**src/rtl/cfm_pkg.sv**
```systemverilog
// Shared types, constants and reset values for the cell fault counter monitor.
`timescale 1ns / 1ps

package cfm_pkg;

    localparam int NUM_MONITORS      = 4;
    localparam int CELLS_PER_MONITOR = 12;
    localparam int NUM_CELLS         = NUM_MONITORS * CELLS_PER_MONITOR;
    localparam int CELL_IDX_W        = (NUM_CELLS > 1) ? $clog2(NUM_CELLS) : 1;

    localparam int CNT_W      = 8;
    localparam int VOLT_W     = 16;
    localparam int TEMP_W     = 12;
    localparam int APB_DATA_W = 32;
    localparam int APB_ADDR_W = 5;
    localparam int REG_SEL_W  = 3;

    // Register indexes on the configuration port (byte address is 4 * index).
    localparam logic [REG_SEL_W-1:0] REG_VOLTAGE_LOW_LIMIT   = 3'd0;
    localparam logic [REG_SEL_W-1:0] REG_VOLTAGE_HIGH_LIMIT  = 3'd1;
    localparam logic [REG_SEL_W-1:0] REG_TEMP_LOW_LIMIT      = 3'd2;
    localparam logic [REG_SEL_W-1:0] REG_TEMP_HIGH_LIMIT     = 3'd3;
    localparam logic [REG_SEL_W-1:0] REG_VOLTAGE_FAULT_COUNT = 3'd4;
    localparam logic [REG_SEL_W-1:0] REG_TEMP_FAULT_COUNT    = 3'd5;

    // Reset values: 3.2 V, 4.18 V, 5.0 C, 58.0 C, three readings each.
    localparam logic [VOLT_W-1:0]        RST_VOLTAGE_LOW_LIMIT   = 16'd32000;
    localparam logic [VOLT_W-1:0]        RST_VOLTAGE_HIGH_LIMIT  = 16'd41800;
    localparam logic signed [TEMP_W-1:0] RST_TEMP_LOW_LIMIT      = 12'sd50;
    localparam logic signed [TEMP_W-1:0] RST_TEMP_HIGH_LIMIT     = 12'sd580;
    localparam logic [CNT_W-1:0]         RST_VOLTAGE_FAULT_COUNT = 8'd3;
    localparam logic [CNT_W-1:0]         RST_TEMP_FAULT_COUNT    = 8'd3;

    typedef enum logic [1:0] {
        STATUS_OK         = 2'd0,
        STATUS_VOLT_FAULT = 2'd1,
        STATUS_TEMP_FAULT = 2'd2,
        STATUS_SKIPPED    = 2'd3
    } cell_status_t;

    typedef struct packed {
        logic [VOLT_W-1:0]        voltage_low_limit;
        logic [VOLT_W-1:0]        voltage_high_limit;
        logic signed [TEMP_W-1:0] temp_low_limit;
        logic signed [TEMP_W-1:0] temp_high_limit;
        logic [CNT_W-1:0]         voltage_fault_count;
        logic [CNT_W-1:0]         temp_fault_count;
    } cfg_t;

endpackage

```
**src/rtl/cfm_in_if.sv**
```systemverilog
// Handshake interface carrying one cell reading word.
`timescale 1ns / 1ps

interface cfm_in_if;
    logic              valid;
    logic              ready;
    logic [1:0]        monitor_index;
    logic [3:0]        cell_index;
    logic [15:0]       voltage_code;
    logic              voltage_link_error;
    logic signed [11:0] temperature;
    logic              temperature_link_error;
    logic              scan_last;

    modport source (
        output valid,
        output monitor_index,
        output cell_index,
        output voltage_code,
        output voltage_link_error,
        output temperature,
        output temperature_link_error,
        output scan_last,
        input  ready
    );

    modport sink (
        input  valid,
        input  monitor_index,
        input  cell_index,
        input  voltage_code,
        input  voltage_link_error,
        input  temperature,
        input  temperature_link_error,
        input  scan_last,
        output ready
    );
endinterface

```
**src/rtl/cfm_out_if.sv**
```systemverilog
// Handshake interface carrying one cell status word.
`timescale 1ns / 1ps

interface cfm_out_if;
    logic       valid;
    logic       ready;
    logic [1:0] cell_status;
    logic       scan_fault;

    modport source (
        output valid,
        output cell_status,
        output scan_fault,
        input  ready
    );

    modport sink (
        input  valid,
        input  cell_status,
        input  scan_fault,
        output ready
    );
endinterface

```
**src/rtl/cell_fault_counter_monitor_unit.sv**
```systemverilog
// Top level of the cell fault counter monitor: counter store, checks and result register.
`timescale 1ns / 1ps

// Path: an accepted reading word goes through the check stage registers into the result register.
// Throughput: one reading word per cycle; the counter RAM is read on acceptance and
// written back when the word moves into the result register, with a forwarding register
// for a repeated cell. Input ready drops only while a held status word is not taken.
// Reset: limits and fault counts take their default values, scan_halted clears,
// and per-cell valid flags clear so that every counter reads as zero at once.

module cell_fault_counter_monitor_unit (
    input  logic                              clk,
    input  logic                              rst_n,
    cfm_in_if.sink                            reading,
    cfm_out_if.source                         status,
    input  logic                              psel,
    input  logic                              penable,
    input  logic                              pwrite,
    input  logic [cfm_pkg::APB_ADDR_W-1:0]    paddr,
    input  logic [cfm_pkg::APB_DATA_W-1:0]    pwdata,
    output logic [cfm_pkg::APB_DATA_W-1:0]    prdata,
    output logic                              pready
);
    import cfm_pkg::*;

    localparam int ENTRY_W = 2 * CNT_W;

    typedef struct packed {
        logic [CNT_W-1:0] cnt;
        logic             fault;
    } bump_t;

    // One counter step: a good reading clears the counter, a bad one counts up
    // and saturates at the fault count, which raises the fault. Zero acts as one.
    function automatic bump_t bump(input logic [CNT_W-1:0] cnt,
                                   input logic bad,
                                   input logic [CNT_W-1:0] limit);
        bump_t           res;
        logic [CNT_W-1:0] lim;
        logic [CNT_W:0]   inc;
        lim = (limit == '0) ? CNT_W'(1) : limit;
        inc = {1'b0, cnt} + (CNT_W + 1)'(1);
        res.cnt   = '0;
        res.fault = 1'b0;
        if (bad)
        begin
            if (inc >= {1'b0, lim})
            begin
                res.cnt   = lim;
                res.fault = 1'b1;
            end
            else
            begin
                res.cnt = inc[CNT_W-1:0];
            end
        end
        return res;
    endfunction

    cfg_t cfg;

    cfm_cfg_regs u_cfg_regs (
        .clk     (clk),
        .rst_n   (rst_n),
        .psel    (psel),
        .penable (penable),
        .pwrite  (pwrite),
        .paddr   (paddr),
        .pwdata  (pwdata),
        .prdata  (prdata),
        .pready  (pready),
        .cfg     (cfg)
    );

    // ---------------------------------------------------------------
    // Input side: cell address and range check of the incoming word.
    // ---------------------------------------------------------------
    logic                  accept;
    logic                  in_range;
    logic [CELL_IDX_W-1:0] in_idx;

    assign in_range = (int'(reading.monitor_index) < NUM_MONITORS) &&
                      (int'(reading.cell_index) < CELLS_PER_MONITOR);

    // An out-of-range word reads entry zero; its data is never used.
    always_comb
    begin
        in_idx = '0;
        if (in_range)
        begin
            in_idx = CELL_IDX_W'(reading.monitor_index) * CELL_IDX_W'(CELLS_PER_MONITOR)
                   + CELL_IDX_W'(reading.cell_index);
        end
    end

    // ---------------------------------------------------------------
    // Check stage registers. The RAM read data lines up with these.
    // ---------------------------------------------------------------
    logic                     s1_valid_reg;
    logic                     s1_in_range_reg;
    logic [CELL_IDX_W-1:0]    s1_idx_reg;
    logic [VOLT_W-1:0]        s1_voltage_reg;
    logic                     s1_vlink_reg;
    logic signed [TEMP_W-1:0] s1_temp_reg;
    logic                     s1_tlink_reg;
    logic                     s1_last_reg;

    logic                     out_valid_reg;
    cell_status_t             out_status_reg;
    logic                     out_scan_fault_reg;

    logic                     s1_fire;

    assign s1_fire       = s1_valid_reg && (!out_valid_reg || status.ready);
    assign reading.ready = !s1_valid_reg || s1_fire;
    assign accept        = reading.valid && reading.ready;

    always_ff @(posedge clk or negedge rst_n)
    begin
        if (!rst_n)
        begin
            s1_valid_reg <= 1'b0;
        end
        else if (accept)
        begin
            s1_valid_reg <= 1'b1;
        end
        else if (s1_fire)
        begin
            s1_valid_reg <= 1'b0;
        end
    end

    always_ff @(posedge clk)
    begin
        if (accept)
        begin
            s1_in_range_reg <= in_range;
            s1_idx_reg      <= in_idx;
            s1_voltage_reg  <= reading.voltage_code;
            s1_vlink_reg    <= reading.voltage_link_error;
            s1_temp_reg     <= reading.temperature;
            s1_tlink_reg    <= reading.temperature_link_error;
            s1_last_reg     <= reading.scan_last;
        end
    end

    // ---------------------------------------------------------------
    // Counter store: voltage counter in the upper byte, temperature
    // counter in the lower byte. Entries that were never written since
    // reset read as zero through their valid flags.
    // ---------------------------------------------------------------
    logic                  ram_we;
    logic [ENTRY_W-1:0]    ram_wdata;
    logic [ENTRY_W-1:0]    ram_rdata;
    logic [NUM_CELLS-1:0]  cnt_valid_reg;

    cfm_ram #(
        .WIDTH (ENTRY_W),
        .DEPTH (NUM_CELLS)
    ) u_cnt_ram (
        .clk   (clk),
        .we    (ram_we),
        .waddr (s1_idx_reg),
        .wdata (ram_wdata),
        .re    (accept),
        .raddr (in_idx),
        .rdata (ram_rdata)
    );

    // The RAM returns the old contents when a word reads the entry that the
    // previous word writes in the same cycle, so the last write is kept here.
    logic                  fwd_valid_reg;
    logic [CELL_IDX_W-1:0] fwd_idx_reg;
    logic [ENTRY_W-1:0]    fwd_data_reg;

    always_ff @(posedge clk or negedge rst_n)
    begin
        if (!rst_n)
        begin
            cnt_valid_reg <= '0;
            fwd_valid_reg <= 1'b0;
        end
        else if (ram_we)
        begin
            cnt_valid_reg[s1_idx_reg] <= 1'b1;
            fwd_valid_reg             <= 1'b1;
        end
    end

    always_ff @(posedge clk)
    begin
        if (ram_we)
        begin
            fwd_idx_reg  <= s1_idx_reg;
            fwd_data_reg <= ram_wdata;
        end
    end

    logic [ENTRY_W-1:0] cur_entry;

    always_comb
    begin
        if (fwd_valid_reg && (fwd_idx_reg == s1_idx_reg))
        begin
            cur_entry = fwd_data_reg;
        end
        else if (cnt_valid_reg[s1_idx_reg])
        begin
            cur_entry = ram_rdata;
        end
        else
        begin
            cur_entry = '0;
        end
    end

    // ---------------------------------------------------------------
    // Checks. Voltage goes first; a voltage fault leaves the temperature
    // counter as it was. A halted scan skips every cell until its end.
    // ---------------------------------------------------------------
    logic         scan_halted_reg;
    logic         vbad;
    logic         tbad;
    bump_t        vstep;
    bump_t        tstep;
    logic         do_update;
    logic         halted_after;
    cell_status_t status_next;

    assign vbad = (s1_voltage_reg >= cfg.voltage_high_limit) ||
                  (s1_voltage_reg <= cfg.voltage_low_limit) || s1_vlink_reg;
    assign tbad = (s1_temp_reg >= cfg.temp_high_limit) ||
                  (s1_temp_reg <= cfg.temp_low_limit) || s1_tlink_reg;

    assign vstep = bump(cur_entry[ENTRY_W-1:CNT_W], vbad, cfg.voltage_fault_count);
    assign tstep = bump(cur_entry[CNT_W-1:0], tbad, cfg.temp_fault_count);

    assign do_update = !scan_halted_reg && s1_in_range_reg;
    assign ram_we    = s1_fire && do_update;

    always_comb
    begin
        ram_wdata    = {vstep.cnt, cur_entry[CNT_W-1:0]};
        status_next  = STATUS_OK;
        halted_after = scan_halted_reg;
        if (scan_halted_reg)
        begin
            status_next = STATUS_SKIPPED;
        end
        else if (s1_in_range_reg)
        begin
            if (vstep.fault)
            begin
                status_next  = STATUS_VOLT_FAULT;
                halted_after = 1'b1;
            end
            else
            begin
                ram_wdata = {vstep.cnt, tstep.cnt};
                if (tstep.fault)
                begin
                    status_next  = STATUS_TEMP_FAULT;
                    halted_after = 1'b1;
                end
            end
        end
    end

    // The end of a scan reports whether it halted and opens the next one.
    always_ff @(posedge clk or negedge rst_n)
    begin
        if (!rst_n)
        begin
            scan_halted_reg <= 1'b0;
        end
        else if (s1_fire)
        begin
            scan_halted_reg <= halted_after && !s1_last_reg;
        end
    end

    // ---------------------------------------------------------------
    // Result register: holds a finished word while the next is checked.
    // ---------------------------------------------------------------
    always_ff @(posedge clk or negedge rst_n)
    begin
        if (!rst_n)
        begin
            out_valid_reg <= 1'b0;
        end
        else if (s1_fire)
        begin
            out_valid_reg <= 1'b1;
        end
        else if (status.ready)
        begin
            out_valid_reg <= 1'b0;
        end
    end

    always_ff @(posedge clk)
    begin
        if (s1_fire)
        begin
            out_status_reg     <= status_next;
            out_scan_fault_reg <= s1_last_reg && halted_after;
        end
    end

    assign status.valid       = out_valid_reg;
    assign status.cell_status = out_status_reg;
    assign status.scan_fault  = out_scan_fault_reg;

endmodule

```
**src/rtl/cfm_ram.sv**
```systemverilog
// Generic single-write, single-read RAM with registered read data.
`timescale 1ns / 1ps

module cfm_ram #(
    parameter int WIDTH = 8,
    parameter int DEPTH = 16
) (
    input  logic                                     clk,
    input  logic                                     we,
    input  logic [((DEPTH > 1) ? $clog2(DEPTH) : 1)-1:0] waddr,
    input  logic [WIDTH-1:0]                         wdata,
    input  logic                                     re,
    input  logic [((DEPTH > 1) ? $clog2(DEPTH) : 1)-1:0] raddr,
    output logic [WIDTH-1:0]                         rdata
);

    logic [WIDTH-1:0] mem [DEPTH];
    logic [WIDTH-1:0] rdata_reg;

    always_ff @(posedge clk)
    begin
        if (we)
        begin
            mem[waddr] <= wdata;
        end
        if (re)
        begin
            rdata_reg <= mem[raddr];
        end
    end

    assign rdata = rdata_reg;

endmodule

```
**src/rtl/cfm_cfg_regs.sv**
```systemverilog
// APB-style configuration registers for limits and fault counts.
`timescale 1ns / 1ps

module cfm_cfg_regs (
    input  logic                              clk,
    input  logic                              rst_n,
    input  logic                              psel,
    input  logic                              penable,
    input  logic                              pwrite,
    input  logic [cfm_pkg::APB_ADDR_W-1:0]    paddr,
    input  logic [cfm_pkg::APB_DATA_W-1:0]    pwdata,
    output logic [cfm_pkg::APB_DATA_W-1:0]    prdata,
    output logic                              pready,
    output cfm_pkg::cfg_t                     cfg
);
    import cfm_pkg::*;

    cfg_t                 cfg_reg;
    logic [REG_SEL_W-1:0] reg_sel;
    logic                 wr_en;

    // Low two address bits select a byte within a word and are ignored.
    assign reg_sel = paddr[APB_ADDR_W-1:2];
    assign wr_en   = psel && penable && pwrite;
    assign pready  = 1'b1;

    always_ff @(posedge clk or negedge rst_n)
    begin
        if (!rst_n)
        begin
            cfg_reg.voltage_low_limit   <= RST_VOLTAGE_LOW_LIMIT;
            cfg_reg.voltage_high_limit  <= RST_VOLTAGE_HIGH_LIMIT;
            cfg_reg.temp_low_limit      <= RST_TEMP_LOW_LIMIT;
            cfg_reg.temp_high_limit     <= RST_TEMP_HIGH_LIMIT;
            cfg_reg.voltage_fault_count <= RST_VOLTAGE_FAULT_COUNT;
            cfg_reg.temp_fault_count    <= RST_TEMP_FAULT_COUNT;
        end
        else if (wr_en)
        begin
            case (reg_sel)
                REG_VOLTAGE_LOW_LIMIT:   cfg_reg.voltage_low_limit   <= pwdata[VOLT_W-1:0];
                REG_VOLTAGE_HIGH_LIMIT:  cfg_reg.voltage_high_limit  <= pwdata[VOLT_W-1:0];
                REG_TEMP_LOW_LIMIT:      cfg_reg.temp_low_limit      <= pwdata[TEMP_W-1:0];
                REG_TEMP_HIGH_LIMIT:     cfg_reg.temp_high_limit     <= pwdata[TEMP_W-1:0];
                REG_VOLTAGE_FAULT_COUNT: cfg_reg.voltage_fault_count <= pwdata[CNT_W-1:0];
                REG_TEMP_FAULT_COUNT:    cfg_reg.temp_fault_count    <= pwdata[CNT_W-1:0];
                default:
                begin
                end
            endcase
        end
    end

    always_comb
    begin
        prdata = '0;
        case (reg_sel)
            REG_VOLTAGE_LOW_LIMIT:   prdata[VOLT_W-1:0] = cfg_reg.voltage_low_limit;
            REG_VOLTAGE_HIGH_LIMIT:  prdata[VOLT_W-1:0] = cfg_reg.voltage_high_limit;
            REG_TEMP_LOW_LIMIT:      prdata[TEMP_W-1:0] = cfg_reg.temp_low_limit;
            REG_TEMP_HIGH_LIMIT:     prdata[TEMP_W-1:0] = cfg_reg.temp_high_limit;
            REG_VOLTAGE_FAULT_COUNT: prdata[CNT_W-1:0]  = cfg_reg.voltage_fault_count;
            REG_TEMP_FAULT_COUNT:    prdata[CNT_W-1:0]  = cfg_reg.temp_fault_count;
            default:                 prdata = '0;
        endcase
    end

    assign cfg = cfg_reg;

endmodule
```
**src/flat_wrapper.sv**
```systemverilog
// flat-port wrapper written by rule: the top's interface ports become plain ports
module cell_fault_counter_monitor_unit_flat import cfm_pkg::*;
  (clk, rst_n, psel, penable, pwrite, paddr, pwdata, prdata, pready, reading_valid, reading_monitor_index, reading_cell_index, reading_voltage_code, reading_voltage_link_error, reading_temperature, reading_temperature_link_error, reading_scan_last, reading_ready, status_valid, status_cell_status, status_scan_fault, status_ready);
  cfm_in_if reading_i ();
  cfm_out_if status_i ();
  input  logic clk;
  input  logic rst_n;
  input  logic psel;
  input  logic penable;
  input  logic pwrite;
  input  logic [cfm_pkg::APB_ADDR_W-1:0] paddr;
  input  logic [cfm_pkg::APB_DATA_W-1:0] pwdata;
  output logic [cfm_pkg::APB_DATA_W-1:0] prdata;
  output logic pready;
  input wire logic [$bits(reading_i.valid)-1:0] reading_valid;
  input wire logic [$bits(reading_i.monitor_index)-1:0] reading_monitor_index;
  input wire logic [$bits(reading_i.cell_index)-1:0] reading_cell_index;
  input wire logic [$bits(reading_i.voltage_code)-1:0] reading_voltage_code;
  input wire logic [$bits(reading_i.voltage_link_error)-1:0] reading_voltage_link_error;
  input wire logic [$bits(reading_i.temperature)-1:0] reading_temperature;
  input wire logic [$bits(reading_i.temperature_link_error)-1:0] reading_temperature_link_error;
  input wire logic [$bits(reading_i.scan_last)-1:0] reading_scan_last;
  output wire logic [$bits(reading_i.ready)-1:0] reading_ready;
  output wire logic [$bits(status_i.valid)-1:0] status_valid;
  output wire logic [$bits(status_i.cell_status)-1:0] status_cell_status;
  output wire logic [$bits(status_i.scan_fault)-1:0] status_scan_fault;
  input wire logic [$bits(status_i.ready)-1:0] status_ready;
  assign reading_i.valid = reading_valid;
  assign reading_i.monitor_index = reading_monitor_index;
  assign reading_i.cell_index = reading_cell_index;
  assign reading_i.voltage_code = reading_voltage_code;
  assign reading_i.voltage_link_error = reading_voltage_link_error;
  assign reading_i.temperature = reading_temperature;
  assign reading_i.temperature_link_error = reading_temperature_link_error;
  assign reading_i.scan_last = reading_scan_last;
  assign reading_ready = reading_i.ready;
  assign status_valid = status_i.valid;
  assign status_cell_status = status_i.cell_status;
  assign status_scan_fault = status_i.scan_fault;
  assign status_i.ready = status_ready;
  cell_fault_counter_monitor_unit u_core (.clk(clk), .rst_n(rst_n), .reading(reading_i), .status(status_i), .psel(psel), .penable(penable), .pwrite(pwrite), .paddr(paddr), .pwdata(pwdata), .prdata(prdata), .pready(pready));
endmodule
```
**config.mk**
```make
export PLATFORM = sky130hd
export DESIGN_NAME = cell_fault_counter_monitor_unit_flat
export DESIGN_NICKNAME = d
export VERILOG_FILES = /design/src/rtl/cfm_pkg.sv /design/src/rtl/cfm_in_if.sv /design/src/rtl/cfm_out_if.sv /design/src/rtl/cell_fault_counter_monitor_unit.sv /design/src/rtl/cfm_ram.sv /design/src/rtl/cfm_cfg_regs.sv /design/src/flat_wrapper.sv
export SDC_FILE = /design/constraint.sdc
export NUM_CORES = 1
export LEC_CHECK = 0
export BUFFER_PORTS_ARGS = -buffer_cell sky130_fd_sc_hd__buf_2
export CORE_MARGIN = 1
export CORE_UTILIZATION = 35
export DETAILED_ROUTE_END_ITERATION = 8
export PLACE_DENSITY = 0.6
export SLEW_MARGIN = 0
export SYNTH_ARGS = -nofsm -noshare
export SYNTH_HDL_FRONTEND = slang
export SYNTH_SLANG_ARGS = --single-unit
```
**constraint.sdc**
```tcl
create_clock -name clk -period 9.2 [get_ports clk]
set_input_delay 0 -clock clk [delete_from_list [all_inputs] [get_ports clk]]
set_output_delay 0 -clock clk [all_outputs]
set_load 0.005 [all_outputs]
```
* Word level (Yosys, flattened, before mapping)
Memory sizes are Yosys's and may differ from the RTL's. A register that Yosys moved wholly into a read port is not among the register bits. Index checks and enable logic that the tools add are counted.
Word-level totals: word-level logic and storage cells 108, bits in writable memories 768, ROM bits 0, output and inout port bits 38, register bits after elaboration 187, latch bits 0, bits of input ports 81, memories 1
Memories:
- u_core.u_cnt_ram.mem | words 48, bits a word 16, read ports 1, clocked after Yosys merged registers in 1, wr ports 1, RTL line cfm_ram.sv:17 | logic [WIDTH-1:0] mem [DEPTH];
Cells by class: multiplexer cells 34, order comparisons 9, bitwise operators 1, equal/unequal tests 6, shifts and indexed selects 0, div/mod/pow operators 0, multiply operators 1, $add $sub $neg 3, reductions and logical operators 31
Operator list (count):
- $mux W8 | 7
- $or A48 B48 Y48 | 1
- $pmux W8 S6 | 1
- $mux W16 | 2
- $add A8 B1 Y9 const B | 2
- $ge A9 B8 Y1 | 2
- $mux W9 | 2
- $ge A16 B16 Y1 | 1
- $le A16 B16 Y1 | 1
- $logic_not A8 Y1 | 2
- $pmux W4 S4 | 1
- $mux W1 | 14
- $ge A12 B12 Y1 | 1
- $le A12 B12 Y1 | 1
- $reduce_and A2 Y1 | 6
- $logic_and A1 B1 Y1 | 10
- $pmux W4 S2 | 1
- $lt A6 B7 Y1 const B | 1
- $add A6 B4 Y6 | 1
- $bmux W1 S6 | 1
- $demux W1 S6 | 1
- $eq A3 B2 Y1 const B | 2
- $eq A3 B3 Y1 const B | 2
- $eq A6 B6 Y1 | 1
- other kinds (10) | 21

* Logic depth before layout (Yosys ltp)
depth after elaboration 13, gate-level depth with buffers 23, mapped depth without buffers 19

* Hierarchy
A second synthesis with hierarchy kept.
Unflattened totals: cell total of the unflattened synthesis 2454, area total of the unflattened synthesis 41491.0 um^2
Modules (own cells, without submodules):
- cfm_ram | sequential area each 23542.6 um^2, instances 1, cells each 1499, area an instance 30460.5 um^2
- cell_fault_counter_monitor_unit | sequential area each 3193.1 um^2, instances 1, cells each 704, area an instance 7383.3 um^2
- cfm_cfg_regs | sequential area each 1829.3 um^2, instances 1, cells each 251, area an instance 3647.2 um^2

* Worst setup path after synthesis
No wires, ideal clock.
path kind register to register, start point register u_core.s1_idx_reg[2], end point register u_core.fwd_data_reg[2], data pin, required time 8.591 ns, path buffers 5, arrival 5.935 ns, cell stages (with the launch flop) 23, clock period less this slack 6.544 ns, library setup time 0.609 ns, slack 2.656 ns, cell sequence edfxtp_1 buf_6 buf_8 xnor2_1 nand4_1 or3_1 buf_2 buf_2 clkbuf_1 nand2_1 o21ai_0 ha_1 nand2b_1 a211oi_1 xor2_1 a22o_1 ha_1 o21a_1 o22a_1 a21oi_1 o21ai_2 a21oi_1 o32ai_1
On the way: longest elaborated chain between the ends 11, elaborated cells between the ends (all ways) 17
Ends and longest elaborated chain:
- from (decl) | RTL line cell_fault_counter_monitor_unit.sv:101 | logic [CELL_IDX_W-1:0] s1_idx_reg;
- from (signal assigned) | RTL line cell_fault_counter_monitor_unit.sv:139 | s1_idx_reg <= in_idx;
- $bmux W1 S6 | RTL line cell_fault_counter_monitor_unit.sv:208 | else if (cnt_valid_reg[s1_idx_reg])
- $mux W1 (implied by the code) | RTL line cell_fault_counter_monitor_unit.sv:208
- $mux W16 | RTL line cell_fault_counter_monitor_unit.sv:208
- $mux W16 (*) | RTL line cell_fault_counter_monitor_unit.sv:204 | if (fwd_valid_reg && (fwd_idx_reg == s1_idx_reg))
- $add A8 B1 Y9 | RTL line cell_fault_counter_monitor_unit.sv:42 | inc = {1'b0, cnt} + (CNT_W + 1)'(1);
- $ge A9 B8 Y1 | RTL line cell_fault_counter_monitor_unit.sv:47 | if (inc >= {1'b0, lim})
- $mux W8 / $mux W1 (equally long branches) | RTL line cell_fault_counter_monitor_unit.sv:47
- $mux W9 | RTL line cell_fault_counter_monitor_unit.sv:45 | if (bad)
- $mux W8 | RTL line cell_fault_counter_monitor_unit.sv:253 | if (vstep.fault)
- $mux W8 | RTL line cell_fault_counter_monitor_unit.sv:251 | else if (s1_in_range_reg)
- $mux W8 (*) | RTL line cell_fault_counter_monitor_unit.sv:247 | if (scan_halted_reg)
- via u_core.ram_wdata[2] | RTL line cell_fault_counter_monitor_unit.sv:154 | logic [ENTRY_W-1:0] ram_wdata;
- to (signal assigned) | RTL line cell_fault_counter_monitor_unit.sv:196 | fwd_data_reg <= ram_wdata;
- to (decl) | RTL line cell_fault_counter_monitor_unit.sv:175 | logic [ENTRY_W-1:0] fwd_data_reg;
Mark *: on every way through the listed nets, which the timed path passes. The rest lies on a longest branch. The select of a mux whose other input is x is not followed. A chain may end at the register's enable or synchronous reset.

* Worst setup path in the final report
start point register u_core.s1_idx_reg[1], end point memory u_core.u_cnt_ram.mem[46][1] in the netlist's numbering, data pin
On the way: longest elaborated chain between the ends 11, elaborated cells between the ends (all ways) 17
Ends and longest elaborated chain (RTL line):
- $bmux W1 S6 | cell_fault_counter_monitor_unit.sv:208
- $mux W1 (implied by the code) | cell_fault_counter_monitor_unit.sv:208
- $mux W16 | cell_fault_counter_monitor_unit.sv:208
- $mux W16 (*) | cell_fault_counter_monitor_unit.sv:204
- $add A8 B1 Y9 | cell_fault_counter_monitor_unit.sv:42
- $ge A9 B8 Y1 | cell_fault_counter_monitor_unit.sv:47
- $mux W8 / $mux W1 (equally long branches) | cell_fault_counter_monitor_unit.sv:47
- $mux W9 | cell_fault_counter_monitor_unit.sv:45
- $mux W8 | cell_fault_counter_monitor_unit.sv:253
- $mux W8 | cell_fault_counter_monitor_unit.sv:251
- $mux W8 (*) | cell_fault_counter_monitor_unit.sv:247
- via u_core.ram_wdata[1] | cell_fault_counter_monitor_unit.sv:154
- to (decl) | cfm_ram.sv:17
Marked as above.

==> results by group <==
Status
  – Result of the run: complete, no violations

Pwr
  – Relative contribution of the clock network to total power: 0.364
  – Switching pwr: 0.00295 W
  – Leakage: 17.1 nW
  – Worst supply voltage drop on vdd: 143 uV
  – Switching share of total power: 0.268
  – Internal power component: 0.00807 W
  – Sequential Power Share: 0.488
  – Power density over the cells: 229 nW/um^2
  – Comb pwr share: 0.148

Critical path
  – Cell family with most CP delay: compound AO/OA/AOI/OAI gates
  – Number of buffer and inverter instances along the worst setup path: 1
  – Cell mode on critical path: sky130_fd_sc_hd__ha_1
  – Slowest CP cell: sky130_fd_sc_hd__o21ai_4
  – Maximum fanout along the worst path: 49
  – Data required time at the worst endpoint: 9500 ps
  – Largest incremental delay on the critical path: 1060 ps
  – Arrival time at the worst endpoint: 7700 ps
  – Kind of end point of the critical path: flop
  – Chain of cells forming the critical path: buf_4 > mux2_2 > o32ai_1 > a31oi_2 > nor3_4 > o21ai_0 > ha_1 > nand2b_1 > a211oi_1 > xor2_1 > a22o_1 > ha_1 > or3_1 > o22a_1 > a21oi_1 > o21a_1 > nand2_1 > o21ai_4
  – Worst setup path class: flop to flop
  – Kind of start point of the critical path: flop

Clock tree
  – Setup repair bufs after CTS: 0
  – Source-to-sink clock delay at the later pin of the worst-skew pair: 700 ps
  – CTS buffer count: 102
  – Clock tree from TritonCTS: yes
  – Worst-case clock buffer depth: 3
  – Worst-path clk slew: 60 ps
  – Total number of H-tree levels: 3
  – CTS root buffer: sky130_fd_sc_hd__clkbuf_16
  – Clock net sink count: 971
  – Post-CTS Resized: 0
  – Hold buffer count at cts: 63

Global routing
  – Vias in the first global route: 25029
  – Wire length of the first global-routing pass: 164000 microns
  – Routing usage on met2: 0.300
  – Number of antenna violations at the first check in global routing: 5
  – Global route hottest layer: met2
  – Maximum number of pins on one net before global-route repair: 76
  – Total global routing track utilization: 0.182
  – Met3 global-route usage: 0.0236
  – Grt ovf: 0
  – Met1 routing resource usage after global routing: 0.252

Timing
  – Final count of hold timing violations: 0
  – Hold slack final: 46.8 ps
  – RSZ-0062 raised after global routing: false
  – Share of the clock period used by the worst path after layout: 0.805
  – Number of max-slew violations in the final report: 0
  – Final setup violating endpoints: 0
  – Final critical path time including I/O delays and setup: 7400 ps
  – Headroom to the max-slew limit: 0.152
  – Post-Route Skew: 43.7 ps
  – Fmax: 135 MHz
  – Final TNS setup: 0 ps
  – Actual slew at the worst max-slew pin: 1270 ps

Cells and area
  – Layout cell share with drive strength beyond 1: 0.190
  – Sequential Area: 28600 sq um
  – Fillers: 10730
  – Layout overhead on the synthesized area: 15.3%
  – Layout Nets: 3264
  – Max reg flops: 768
  – Finished Layout Cells: 4718
  – Final antenna diode count: 0
  – Multi-input logic area: 12300 sq um

Floorplanning
  – Chip height: 347 microns
  – Initial core utilization: 0.354
  – Rows: 126
  – X dimension of the die: 347 microns
  – Floorplan die area: 121000 sq um
  – Placeable core region: 118000 sq um
  – Num ports: 119

Logic synthesis
  – Share of flip-flops with an asynchronous set or reset after synthesis: 0.128
  – Count of state elements after synthesis: 971
  – Yosys warning count: 0
  – Share of synthesized area occupied by flip-flops and latches: 0.684
  – Number of unique standard cell types used by synthesis: 91
  – Post-synth top flop: sky130_fd_sc_hd__edfxtp_1
  – Gate count of the mapped netlist: 2934
  – Cell area after synthesis: 41700 sq um
  – Number of flops mapped to enable cells by yosys: 847
  – Synthesized area per cell: 14.2 sq um

Detailed routing
  – DRC: 0
  – Final antenna-violating net count: 0
  – TritonRoute pass-1 iters: 5
  – Vias per std cell: 5.43
  – Number of violations reported at the end of detailed-routing iteration 0: 2257
  – Post-detailed-routing wire length: 112000 microns
  – DR WL/cell: 23.6 microns
  – Vias after detailed routing: 25596

Placement
  – Routability Congestion: 0.860
  – Number of cells in the design after placement: 4473
  – Port Buffer Count: 83
  – Sum of net half-perimeters after detailed placement: 63700 microns

Min path
  – Hold Crit Class: primary input to flop

Flow run
  – Max-cap violations: 0
## power by group through the flow
stage / clock (W) / sequential [W] / combinational [W]
after floorplan: 0 / 0.00543 / 0.000959
after global placement: 0 / 0.00547 / 0.00158
after detailed placement: 0 / 0.00547 / 0.00161
after CTS: 0.00407 / 0.00538 / 0.00164
after global routing: 0.00423 / 0.00540 / 0.00177
final: 0.00401 / 0.00538 / 0.00163
## cells by family after synthesis
kind of cell             Yosys count  synth area share
buffers and inverters            286            0.0292
AO/OA/AOI/OAI                    585            0.0966
XOR/XNOR                          20           0.00420
flip-flops                       971             0.684
multiplexers                     253            0.0786
AND/OR/NAND/NOR                  738            0.0831
other                              2          0.000180
adder cells (fa/ha/maj)           79            0.0239
## synth_stat cells, types with 31 or more instances
library cell | instances | share of area
sky130_fd_sc_hd__edfxtp_1 | 847 | 0.61
sky130_fd_sc_hd__nand2_1 | 316 | 0.028
sky130_fd_sc_hd__nand3_1 | 132 | 0.016
sky130_fd_sc_hd__clkbuf_1 | 130 | 0.012
sky130_fd_sc_hd__a21oi_1 | 119 | 0.014
sky130_fd_sc_hd__mux2_2 | 113 | 0.030
sky130_fd_sc_hd__o21ai_0 | 103 | 0.012
sky130_fd_sc_hd__dfrtp_1 | 102 | 0.061
sky130_fd_sc_hd__inv_1 | 92 | 0.0083
sky130_fd_sc_hd__mux2i_1 | 91 | 0.022
sky130_fd_sc_hd__nor2_1 | 85 | 0.0076
sky130_fd_sc_hd__ha_1 | 78 | 0.023
sky130_fd_sc_hd__a211oi_1 | 68 | 0.012
sky130_fd_sc_hd__a31oi_1 | 59 | 0.0088
sky130_fd_sc_hd__or2_2 | 49 | 0.0073
sky130_fd_sc_hd__mux4_2 | 48 | 0.026
sky130_fd_sc_hd__o221ai_1 | 48 | 0.010
sky130_fd_sc_hd__and3_1 | 37 | 0.0055
sky130_fd_sc_hd__nor2b_1 | 31 | 0.0046
## cells in the final DEF, fill, tap and decap left out, types with 19 or more instances in the layout
| cell type | instances |
|---|---|
| sky130_fd_sc_hd__buf_2 | 80 |
| sky130_fd_sc_hd__clkbuf_16 | 104 |
| sky130_fd_sc_hd__o21ai_0 | 103 |
| sky130_fd_sc_hd__nor2_1 | 75 |
| sky130_fd_sc_hd__dfstp_2 | 22 |
| sky130_fd_sc_hd__dfrtp_1 | 102 |
| sky130_fd_sc_hd__a311oi_1 | 19 |
| sky130_fd_sc_hd__a31oi_1 | 58 |
| sky130_fd_sc_hd__and3_1 | 37 |
| sky130_fd_sc_hd__inv_1 | 90 |
| sky130_fd_sc_hd__edfxtp_1 | 847 |
| sky130_fd_sc_hd__clkbuf_1 | 33 |
| sky130_fd_sc_hd__nand3_1 | 132 |
| sky130_fd_sc_hd__o221ai_1 | 48 |
| sky130_fd_sc_hd__ha_1 | 77 |
| sky130_fd_sc_hd__buf_4 | 96 |
| sky130_fd_sc_hd__a211oi_1 | 68 |
| sky130_fd_sc_hd__a21oi_1 | 118 |
| sky130_fd_sc_hd__mux4_2 | 48 |
| sky130_fd_sc_hd__o211ai_1 | 19 |
| sky130_fd_sc_hd__and2_1 | 24 |
| sky130_fd_sc_hd__nor2b_1 | 31 |
| sky130_fd_sc_hd__o22ai_1 | 20 |
| sky130_fd_sc_hd__nand2_1 | 312 |
| sky130_fd_sc_hd__or2_2 | 49 |
| sky130_fd_sc_hd__mux2i_1 | 91 |
| sky130_fd_sc_hd__dlygate4sd3_1 | 62 |
| sky130_fd_sc_hd__mux2_2 | 113 |
## per-stage QoR
step | util | setup WS [ps] | power [W] | instance area [sq um]
after floorplan | - | 2660 | 0.00639 | 41800
after global placement | 0.375 | 1970 | 0.00705 | 44300
after detailed placement | 0.375 | 1910 | 0.00708 | 44300
after CTS | 0.408 | 1870 | 0.0111 | 48100
after global routing | 0.408 | 1330 | 0.0114 | 48100
final | 0.408 | 1800 | 0.0110 | 48100
## worst paths after layout
| check | to | from | cells after the start | slack, ps |
|---|---|---|---|---|
| worst min-delay path | u_core.s1_temp_reg[8]$_DFFE_PP_ | reading_temperature[8] | 2 | 50 |
| worst max-delay path | u_core.u_cnt_ram.mem[46][1]$_DFFE_PP_ | u_core.s1_idx_reg[1]$_DFFE_PP_ | 18 | 1800 |
| min in group asynchronous | u_core.u_cfg_regs.cfg[32]$_DFFE_PN1P_ | rst_n | 3 | 530 |
| max in group asynchronous | u_core.cnt_valid_reg[44]$_DFFE_PN0P_ | rst_n | 4 | 7760 |
| worst min register to register | u_core.cnt_valid_reg[25]$_DFFE_PN0P_ | u_core.cnt_valid_reg[25]$_DFFE_PN0P_ | 1 | 460 |
| worst max register to register | u_core.u_cnt_ram.mem[46][1]$_DFFE_PP_ | u_core.s1_idx_reg[1]$_DFFE_PP_ | 18 | 1800 |
## worst register-to-register path, delay by kind of cell (launching register included)
family | cells | cell delay [ps]
AOI/OAI and AO/OA | 9 | 3310
muxes | 1 | 360
DFF | 1 | 830
xor gates and xnor gates | 1 | 160
adders and majority gates | 2 | 550
and+or+nand+nor | 4 | 1390
buffers and inverters | 1 | 390
## layer usage
layer | up-vias | part of all wire
li1 | 11542 | -
met1 | 13090 | 0.44
met3 | 153 | 0.055
met4 | 0 | 0.023
met5 | - | 0
met2 | 811 | 0.48
## area by class of cell
type,count,share of cell area
tap,1536,0.0399
clock inverter,41,0.00922
inverter,95,0.00756
timing repair buffer,242,0.0377
sequential,971,0.593
clock buffer,141,0.0575
multi-input combinational,1692,0.255
No activity file was read; power rests on OpenSTA's default activity.
